File: config.mk
export PLATFORM = sky130hd
export DESIGN_NAME = goc_ctrl
export DESIGN_NICKNAME = d
export VERILOG_FILES = /design/src/hw/rtl/goc_pkg.sv /design/src/hw/rtl/goc_ctrl.sv
export SDC_FILE = /design/constraint.sdc
export NUM_CORES = 1
export LEC_CHECK = 0
export ABC_AREA = 1
export BUFFER_PORTS_ARGS = -buffer_cell sky130_fd_sc_hd__buf_4
export CAP_MARGIN = 25
export CORE_ASPECT_RATIO = 1.25
export CORE_MARGIN = 2
export CORE_UTILIZATION = 58
export CTS_CLUSTER_SIZE = 40
export DETAILED_ROUTE_END_ITERATION = 7
export PLACE_DENSITY = 0.82
export SLEW_MARGIN = 20
export SYNTH_ARGS = -nofsm -noshare
export SYNTH_HDL_FRONTEND = slang
export SYNTH_SLANG_ARGS = --single-unit
File: constraint.sdc
create_clock -name i_clk -period 9.2 [get_ports i_clk]
set_input_delay 2.3 -clock i_clk [delete_from_list [all_inputs] [get_ports i_clk]]
set_output_delay 2.3 -clock i_clk [all_outputs]
set_load 0.01 [all_outputs]
File: src/hw/rtl/goc_pkg.sv
// Shared types and constants for the grid obstacle clearance block.
`default_nettype none
package goc_pkg;
    localparam int MAX_WIDTH  = 256;
    localparam int MAX_HEIGHT = 256;
    localparam int DIST_BITS  = 32;
    localparam int CELLS      = MAX_WIDTH * MAX_HEIGHT;
    localparam int ADDR_BITS  = $clog2(CELLS);
    localparam int XW         = $clog2(MAX_WIDTH);
    localparam int YW         = $clog2(MAX_HEIGHT);
    localparam logic [DIST_BITS-1:0] DIST_INF = '1;
    localparam logic [63:0] SQRT2_Q46 = 64'h5A827999FCEF;

    localparam logic [1:0] REG_WIDTH  = 2'd0;
    localparam logic [1:0] REG_HEIGHT = 2'd1;
    localparam logic [1:0] REG_CELL   = 2'd2;

    localparam logic KIND_LOAD = 1'b0;
    localparam logic KIND_READ = 1'b1;

    // Datapath operations issued by the controller.
    typedef enum logic [2:0] {
        OP_NONE  = 3'd0,
        OP_LOAD  = 3'd1,  // write one flag
        OP_READ  = 3'd2,  // read one distance
        OP_CELL  = 3'd3,  // one raster cell, read phase
        OP_STORE = 3'd4   // one raster cell, write back
    } t_op;

    typedef struct packed {
        t_op                  op;
        logic                 backward;
        logic [XW-1:0]        x;
        logic [YW-1:0]        y;
        logic [ADDR_BITS-1:0] addr;
        logic                 obstacle;
    } t_cmd;

    typedef struct packed {
        logic [XW:0] w;
        logic [YW:0] h;
    } t_dims;

    function automatic logic [DIST_BITS-1:0] sat_add(
        input logic [DIST_BITS-1:0] a, input logic [DIST_BITS-1:0] b);
        logic [DIST_BITS:0] s;
        s = {1'b0, a} + {1'b0, b};
        if (a == DIST_INF || s[DIST_BITS] || s[DIST_BITS-1:0] == DIST_INF)
            return DIST_INF;
        return s[DIST_BITS-1:0];
    endfunction
endpackage
`default_nettype wire

File: src/hw/rtl/goc_ctrl.sv
// Controller: handshakes, raster sequencing and result register.
`default_nettype none
module goc_ctrl (
    input  wire logic               i_clk,
    input  wire logic               i_rst_n,
    input  wire logic               i_valid,
    output logic                    o_ready,
    input  wire logic               i_kind,
    input  wire logic [15:0]        i_cell_index,
    input  wire logic               i_is_obstacle,
    input  wire logic               i_last_cell,
    input  wire logic               i_cfg_we,
    input  wire logic [1:0]         i_cfg_addr,
    input  wire logic [15:0]        i_cfg_data,
    output goc_pkg::t_cmd           o_cmd,
    output goc_pkg::t_dims          o_dims,
    output logic [15:0]             o_cell_size,
    output logic [1:0]              o_nb_sel,
    input  wire logic [31:0]        i_rd_data,
    output logic                    o_valid,
    input  wire logic               i_ready,
    output logic [31:0]             o_clearance
);
    localparam int XW = goc_pkg::XW;
    localparam int YW = goc_pkg::YW;
    localparam int AB = goc_pkg::ADDR_BITS;

    typedef enum logic [5:0] {
        S_IDLE  = 6'b000001,
        S_RD1   = 6'b000010,
        S_RD2   = 6'b000100,
        S_NB    = 6'b001000,
        S_WB    = 6'b010000,
        S_DRAIN = 6'b100000
    } t_state;

    t_state        r_state, n_state;
    logic [8:0]    r_w9, r_h9;
    logic [15:0]   r_cs;
    logic [XW-1:0] r_x;
    logic [YW-1:0] r_y;
    logic [AB-1:0] r_addr;
    logic          r_bwd;
    logic [2:0]    r_step;
    logic          r_ovld;
    logic [31:0]   r_out;
    logic          r_oor;

    // used dimensions: 0 acts as 1, clamp at maximum
    goc_pkg::t_dims dims;
    always_comb begin
        dims.w = (r_w9 == 0) ? (XW+1)'(1) :
                 (r_w9 > 9'(goc_pkg::MAX_WIDTH)) ? (XW+1)'(goc_pkg::MAX_WIDTH) : (XW+1)'(r_w9);
        dims.h = (r_h9 == 0) ? (YW+1)'(1) :
                 (r_h9 > 9'(goc_pkg::MAX_HEIGHT)) ? (YW+1)'(goc_pkg::MAX_HEIGHT) : (YW+1)'(r_h9);
    end
    logic [AB:0] count;
    assign count = (AB+1)'(dims.w) * (AB+1)'(dims.h);

    always_ff @(posedge i_clk) begin
        if (!i_rst_n) begin
            r_w9 <= 9'd256; r_h9 <= 9'd256; r_cs <= 16'd410;
        end else if (i_cfg_we) begin
            unique case (i_cfg_addr)
                goc_pkg::REG_WIDTH:  r_w9 <= i_cfg_data[8:0];
                goc_pkg::REG_HEIGHT: r_h9 <= i_cfg_data[8:0];
                goc_pkg::REG_CELL:   r_cs <= i_cfg_data;
                default: ;
            endcase
        end
    end

    logic accept, in_range, out_free, last_x, last_y, first_x, first_y;
    assign out_free = !r_ovld || i_ready;
    assign o_ready  = (r_state == S_IDLE) && out_free;
    assign accept   = i_valid && o_ready;
    assign in_range = {1'b0, i_cell_index} < count;
    assign last_x   = ({1'b0, r_x} + 1'b1) >= dims.w;
    assign last_y   = ({1'b0, r_y} + 1'b1) >= dims.h;
    assign first_x  = r_x == 0;
    assign first_y  = r_y == 0;

    always_comb begin
        n_state = r_state;
        unique case (r_state)
            S_IDLE:
                if (accept) begin
                    if (i_kind == goc_pkg::KIND_READ) n_state = S_RD1;
                    else if (i_last_cell) n_state = S_NB;
                end
            S_RD1:   n_state = S_RD2;
            S_RD2:   n_state = S_IDLE;
            S_NB:    if (r_step == 3'd3) n_state = S_DRAIN;
            S_DRAIN: n_state = S_WB;
            S_WB: begin
                if (r_bwd && first_x && first_y) n_state = S_IDLE;
                else n_state = S_NB;
            end
            default: n_state = S_IDLE;
        endcase
    end

    always_ff @(posedge i_clk) begin
        if (!i_rst_n) begin
            r_state <= S_IDLE; r_ovld <= 1'b0;
            r_x <= '0; r_y <= '0; r_addr <= '0; r_bwd <= 1'b0; r_step <= '0;
        end else begin
            r_state <= n_state;
            if (r_ovld && i_ready) r_ovld <= 1'b0;
            if (r_state == S_RD2) r_ovld <= 1'b1;
            if (r_state == S_IDLE && accept) begin
                r_addr <= (i_kind == goc_pkg::KIND_LOAD && i_last_cell) ? '0
                                                                        : AB'(i_cell_index);
                r_x <= '0; r_y <= '0; r_bwd <= 1'b0; r_step <= '0;
            end
            if (r_state == S_NB) r_step <= r_step + 1'b1;
            if (r_state == S_WB) begin
                r_step <= '0;
                if (!r_bwd) begin
                    if (last_x && last_y) r_bwd <= 1'b1;
                    else if (last_x) begin
                        r_x <= '0; r_y <= r_y + 1'b1; r_addr <= r_addr + 1'b1;
                    end else begin
                        r_x <= r_x + 1'b1; r_addr <= r_addr + 1'b1;
                    end
                end else if (!(first_x && first_y)) begin
                    r_addr <= r_addr - 1'b1;
                    if (first_x) begin
                        r_x <= XW'(dims.w - 1'b1); r_y <= r_y - 1'b1;
                    end else r_x <= r_x - 1'b1;
                end
            end
        end
    end

    always_ff @(posedge i_clk) begin
        if (r_state == S_IDLE && accept) r_oor <= !in_range;
        if (r_state == S_RD2)
            r_out <= (r_oor || i_rd_data == goc_pkg::DIST_INF) ? '1 : i_rd_data;
    end

    always_comb begin
        o_cmd.op       = goc_pkg::OP_NONE;
        o_cmd.backward = r_bwd;
        o_cmd.x        = r_x;
        o_cmd.y        = r_y;
        o_cmd.addr     = r_addr;
        o_cmd.obstacle = i_is_obstacle;
        if (r_state == S_IDLE && accept) begin
            o_cmd.addr = AB'(i_cell_index);
            if (i_kind == goc_pkg::KIND_LOAD && in_range) o_cmd.op = goc_pkg::OP_LOAD;
        end
        if (r_state == S_RD1) o_cmd.op = goc_pkg::OP_READ;
        if (r_state == S_NB) o_cmd.op = goc_pkg::OP_CELL;
        if (r_state == S_WB) o_cmd.op = goc_pkg::OP_STORE;
    end

    assign o_nb_sel    = r_step[1:0];
    assign o_dims      = dims;
    assign o_cell_size = r_cs;
    assign o_valid     = r_ovld;
    assign o_clearance = r_out;
endmodule
`default_nettype wire

==> out/summary.txt, run 1 <==
Post-DP HPWL: 22.5 mm
TritonCTS Buffers: 9
Status: finished clean
Hold Crit Class: reg -> reg
Root buf cell: clkbuf_16
Crit path kind: reg -> out
Antenna Cells: 0
Hold Vio Cnt, Final: 0
Achievable Freq: 0.114 GHz
Worst Skew: 0.0164 ns
Boundary Pins: 181
Synth Flop Type: dfxtp_1
Setup violators final: 0
Layout cell share with drive strength beyond 1: 18.8%
Startpoint Class: flip-flop
Post-synth EDFFs: 33
Avg Inst Size Synth: 7.28 µm²
Core Area: 17400 µm²
Initial core utilization: 59.0%
First-pass GRT wire length: 45.8 mm
Cell variety after synth: 57
Residual DRC count: 0
Max clock buf depth: 2
Clock Latency Late Sink: 0.38 ns
DRT Wirelength: 28.7 mm
Final Cycle Share: 94.9%
Grt ovf: 0
Worst-path maximum fanout: 10
Clock H-tree levels: 3
CP max stage delay: 0.52 ns
Number of warning messages in the yosys log: 0
# port buffers: 178
Worst IR Drop VDD: 85.9 µV
Post-placement setup slack: 0.899 ns
Synth Instances: 1407
Dpl cells: 1765
Vias per cell: 5.63
GPL Wtd Cong: 0.967
R2R Setup Slk: 3.17 ns
Share of synthesized registers carrying an async set or reset: 0%
Largest net degree at the start of global routing: 46
Max cap viols: 0
Die H: 153 µm
Hold_buf cts: 0
Area growth syn-to-layout: 16.5%
Vias in the first global route: 9692
Most common cell after layout, fill and taps aside: nand2_1
Lkg Pwr: 6.07 nW
Fin Setup TNS: 0 ns
Vias: 10000
Reg clk slew, reported paths: 0.08 ns
Final net count: 1753
Hold Slack: 0.470 ns
Final ANT Viol Nets: 0
Die ar.: 18800 µm²
Layout Cells excl Fill: 1781
Slew of the pin with the lowest slew margin: 0.844 ns
Clk sinks: 110
Tot GR Track Use: 30.6%
Post-synthesis sequential area ratio: 24.7%
Crit. End Element: primary output
Most frequent cells in the layout: nand2_1, inv_1, buf_4
Die width: 123 µm
Initial drt markers: 756
Max-slew headroom: 43.3%
CTS tree: built
Worst path most repeated cell: nand2_1
Average wire per cell in the routed design: 16.1 µm
Post-Syn Area: 10200 µm²
Row cnt: 54
PwrDens: 128 nW/µm²
WP data required: 6.90 ns
Core Util, Final: 68.8%
Post-Syn Nets: 1608
Tmin final: 8.73 ns
Max Slew Vio Count: 0
Pre-Repair DR Iteration Count: 6
Initial antenna violation count: 0
Final setup margin: 0.466 ns
Worst path slowest cell: a21oi_2
CP arrival: 6.43 ns
Post-synthesis register bit count: 110
where the power goes:
part | switching [mW] | internal, mW | total, mW
sequential | 0.0312 | 0.529 | 0.561
combinational | 0.337 | 0.206 | 0.543
clock | 0.220 | 0.199 | 0.419
total | 0.588 | 0.934 | 1.52
cell families (layout without fill, tap and decap cells):
kind of cell    count (synthesis)  count (layout)  share of synthesized area [%]
fa+ha+maj                     127             127                           19.1
simple gates                  626             626                           28.5
compound gates                220             220                           12.5
xor+xnor                       46              46                           3.93
flops                         110             110                           24.7
buf+inv                       278             428                           11.3
worst max-delay path, delay by kind of cell (launching register included):
kind | cells | cell delay, ns
adder cells (fa/ha/maj) | 6 | 2.64
AND/OR/NAND/NOR | 17 | 1.91
AO/OA/AOI/OAI | 2 | 0.58
buffers and inverters | 6 | 0.50
flip-flops | 1 | 0.31
XOR/XNOR | 1 | 0.15
synthesized netlist by cell type, types with 18 or more instances:
master    number  area share (%)
clkbuf_1      21            0.77
dfxtp_1       77              15
a21oi_1       81             4.0
nand3_2       23             2.2
o21ai_0       62             3.0
inv_1        214             7.8
o211ai_1      18             1.3
nand2_1      315              12
ha_1          78             9.5
edfxtp_1      33             9.7
xor2_1        40             3.4
nand3_1       65             3.2
nor2_1       130             4.8
fa_1          49             9.6
cell type report:
type	count	area, µm²
clock inverters	7	88.8
repair buffers	185	1390
clock buffers	9	225
flip-flops and latches	110	2530
well taps	224	280
inverters	227	860
multi-input cells	1019	6560
fillers	1450	5430
state kept, by name, indices dropped and copies added, names as in the netlist, 3 cells and up:
signal / flops
o_cell_size: 16
o_clearance: 32
r_addr: 16
r_h9: 9
r_state: 6
r_step: 3
r_w9: 9
r_x: 8
r_y: 8
path summary, 6_finish.rpt:
path	start	endpoint	depth (start not counted)
max reg2reg	r_h9[5]	r_oor	26
max	r_h9[5]	o_cmd[34]	32
min	o_cell_size[12]	o_cell_size[12]	2
min reg2reg	o_cell_size[12]	o_cell_size[12]	2
per-layer routing:
metal	track usage, %	vias up	share of wire [%]
met1	35.1	4679	38
met4	14.8	0	4.2
met2	54.5	424	51
met5	0	-	0
li1	-	4834	-
met3	4.34	93	7.0
timing repair:
item,4_1_cts,5_1_grt
buffers inserted,0,0
gates resized for setup,0,3
setup endpoints to repair,0,1
metrics by stage:
step / instance area [µm²] / total power, mW
floorplan: 10200 / 0.952
global placement: 11600 / 1.09
detailed placement: 11600 / 1.11
CTS: 11900 / 1.52
global route: 11900 / 1.60
finish: 11900 / 1.52
No activity file was read; power rests on OpenSTA's default activity.
==> run 2: changes to the inputs <==
--- a/config.mk
+++ b/config.mk
@@ -13,6 +13,7 @@
 export CORE_UTILIZATION = 58
 export CTS_CLUSTER_SIZE = 40
 export DETAILED_ROUTE_END_ITERATION = 7
+export GPL_TIMING_DRIVEN = 0
 export PLACE_DENSITY = 0.82
 export SLEW_MARGIN = 20
 export SYNTH_ARGS = -nofsm -noshare
==> run 2 against run 1 <==
Sequential power fell by 2%. First-iteration DRC count rose by 12%. Die area did not move. Global-route usage rose by 1.1 points. Largest cell class unchanged.
==> out/summary.txt, run 2 (synthesis gave the netlist of run 1 again) <==
GPL Wtd Cong: 0.973
Pre-Repair DR Iteration Count: 5
Root buf cell: clkbuf_16
Fillers: 1429
Layout cell share with drive strength beyond 1: 20.4%
Lkg Pwr: 6.24 nW
CP arrival: 6.58 ns
Most frequent cells in the layout: nand2_1, inv_1, buf_4
Vias in the first global route: 10100
Max Slew Vio Count: 0
Slew of the pin with the lowest slew margin: 0.802 ns
Core Area: 17400 µm²
Achievable Freq: 0.113 GHz
Die ar.: 18800 µm²
Clock Latency Late Sink: 0.37 ns
Startpoint Class: flip-flop
Fin Setup TNS: 0 ns
Hold Vio Cnt, Final: 0
Clk sinks: 110
Antenna Cells: 0
Post-DP HPWL: 23.6 mm
Core Util, Final: 70.8%
Grt ovf: 0
Hold Slack: 0.469 ns
Final ANT Viol Nets: 0
Tmin final: 8.88 ns
Residual DRC count: 0
DRT Wirelength: 29.5 mm
Max clock buf depth: 2
Dpl cells: 1813
Tot GR Track Use: 31.7%
Worst path slowest cell: fa_1
Final net count: 1805
Final setup margin: 0.316 ns
First-pass GRT wire length: 47.6 mm
Initial core utilization: 59.0%
Crit. End Element: primary output
Max cap viols: 0
Most common cell after layout, fill and taps aside: nand2_1
Post-placement setup slack: 0.700 ns
Boundary Pins: 181
CTS tree: built
Die H: 153 µm
RSZ-0062 raised after global routing: no
Sequential Area: 2530 µm²
Vias: 10200
Setup violators final: 0
Area growth syn-to-layout: 20.0%
Average wire per cell in the routed design: 16.1 µm
Hold Crit Class: reg -> reg
Die width: 123 µm
Worst IR Drop VDD: 92.9 µV
Clock H-tree levels: 3
Vias per cell: 5.56
WP data required: 6.90 ns
Max FFs per register: 32
Final Cycle Share: 96.6%
Max-slew headroom: 46.1%
Layout Cells excl Fill: 1833
Initial antenna violation count: 0
CP max stage delay: 0.55 ns
PwrDens: 128 nW/µm²
Initial drt markers: 849
Largest net degree at the start of global routing: 23
# port buffers: 179
Worst path most repeated cell: nand2_1
Crit path kind: reg -> out
Row cnt: 54
Worst Skew: 0.0151 ns
Area of the multi-input gates: 6600 µm²
TritonCTS Buffers: 9
Worst-path maximum fanout: 10
Status: finished clean
Reg clk slew, reported paths: 0.08 ns
## run 2: changes by cell type in the layout (fill, tap and decap cells not counted), sizes merged
cell	previous run	this run
clkbuf	9	31
buf	185	215
clkinv	5	6
inv	229	227
clkinvlp	0	1
## run 2: layout make-up
| cell class | instances | area share, % |
|---|---|---|
| multi-input cells | 1019 | 53.7 |
| flip-flops and latches | 110 | 20.6 |
| clock buffers | 9 | 1.83 |
| clock inverters | 7 | 0.661 |
| well taps | 224 | 2.28 |
| plain buffers | 51 | 2.46 |
| repair buffers | 186 | 11.5 |
| inverters | 227 | 7.02 |
## run 2: worst paths after layout
path / start / endpoint / slack (ns) / cells after the start
max: r_h9[8] / o_cmd[34] / 0.32 / 31
min: o_cell_size[0] / o_cell_size[0] / 0.47 / 2
max reg2reg: r_h9[8] / r_oor / 3.02 / 29
min reg2reg: o_cell_size[0] / o_cell_size[0] / 0.47 / 2
## run 2: through the flow
step | instance area (µm²) | power, mW
finish | 12300 | 1.57
global route | 12300 | 1.65
CTS | 12200 | 1.55
detailed placement | 11900 | 1.15
global placement | 11900 | 1.14
floorplan | 10200 | 0.952
## run 2: timing repair
item / CTS / global route
buffers inserted: 0 / 4
resized for setup: 0 / 15
hold endpoints to repair: 0 / 0
setup endpoints to repair: 0 / 1
hold buffers: 0 / 0
## run 2: worst max-delay path, delay by kind of cell (launching register included)
kind	cells	cell delay (ns)
DFF	1	0.31
buffers and inverters	6	0.83
xor gates and xnor gates	1	0.19
adders and majority gates	6	2.72
and+or+nand+nor	15	1.72
AOI/OAI and AO/OA	3	0.43
## run 2: power by group
group / internal (mW) / switching, mW / total [mW]
logic: 0.235 / 0.374 / 0.608
clock network: 0.195 / 0.215 / 0.411
registers: 0.529 / 0.0226 / 0.552
total: 0.959 / 0.612 / 1.57
## run 2: routing by layer
metal | wire, µm | global-route usage (%) | share of wire, % | up-vias
li1 | - | - | - | 4937
met1 | 11300 | 36.8 | 38 | 4699
met2 | 14500 | 54.7 | 49 | 449
met3 | 2080 | 4.60 | 7.0 | 114
met4 | 1570 | 17.8 | 5.3 | 0
met5 | 0 | 0 | 0 | -
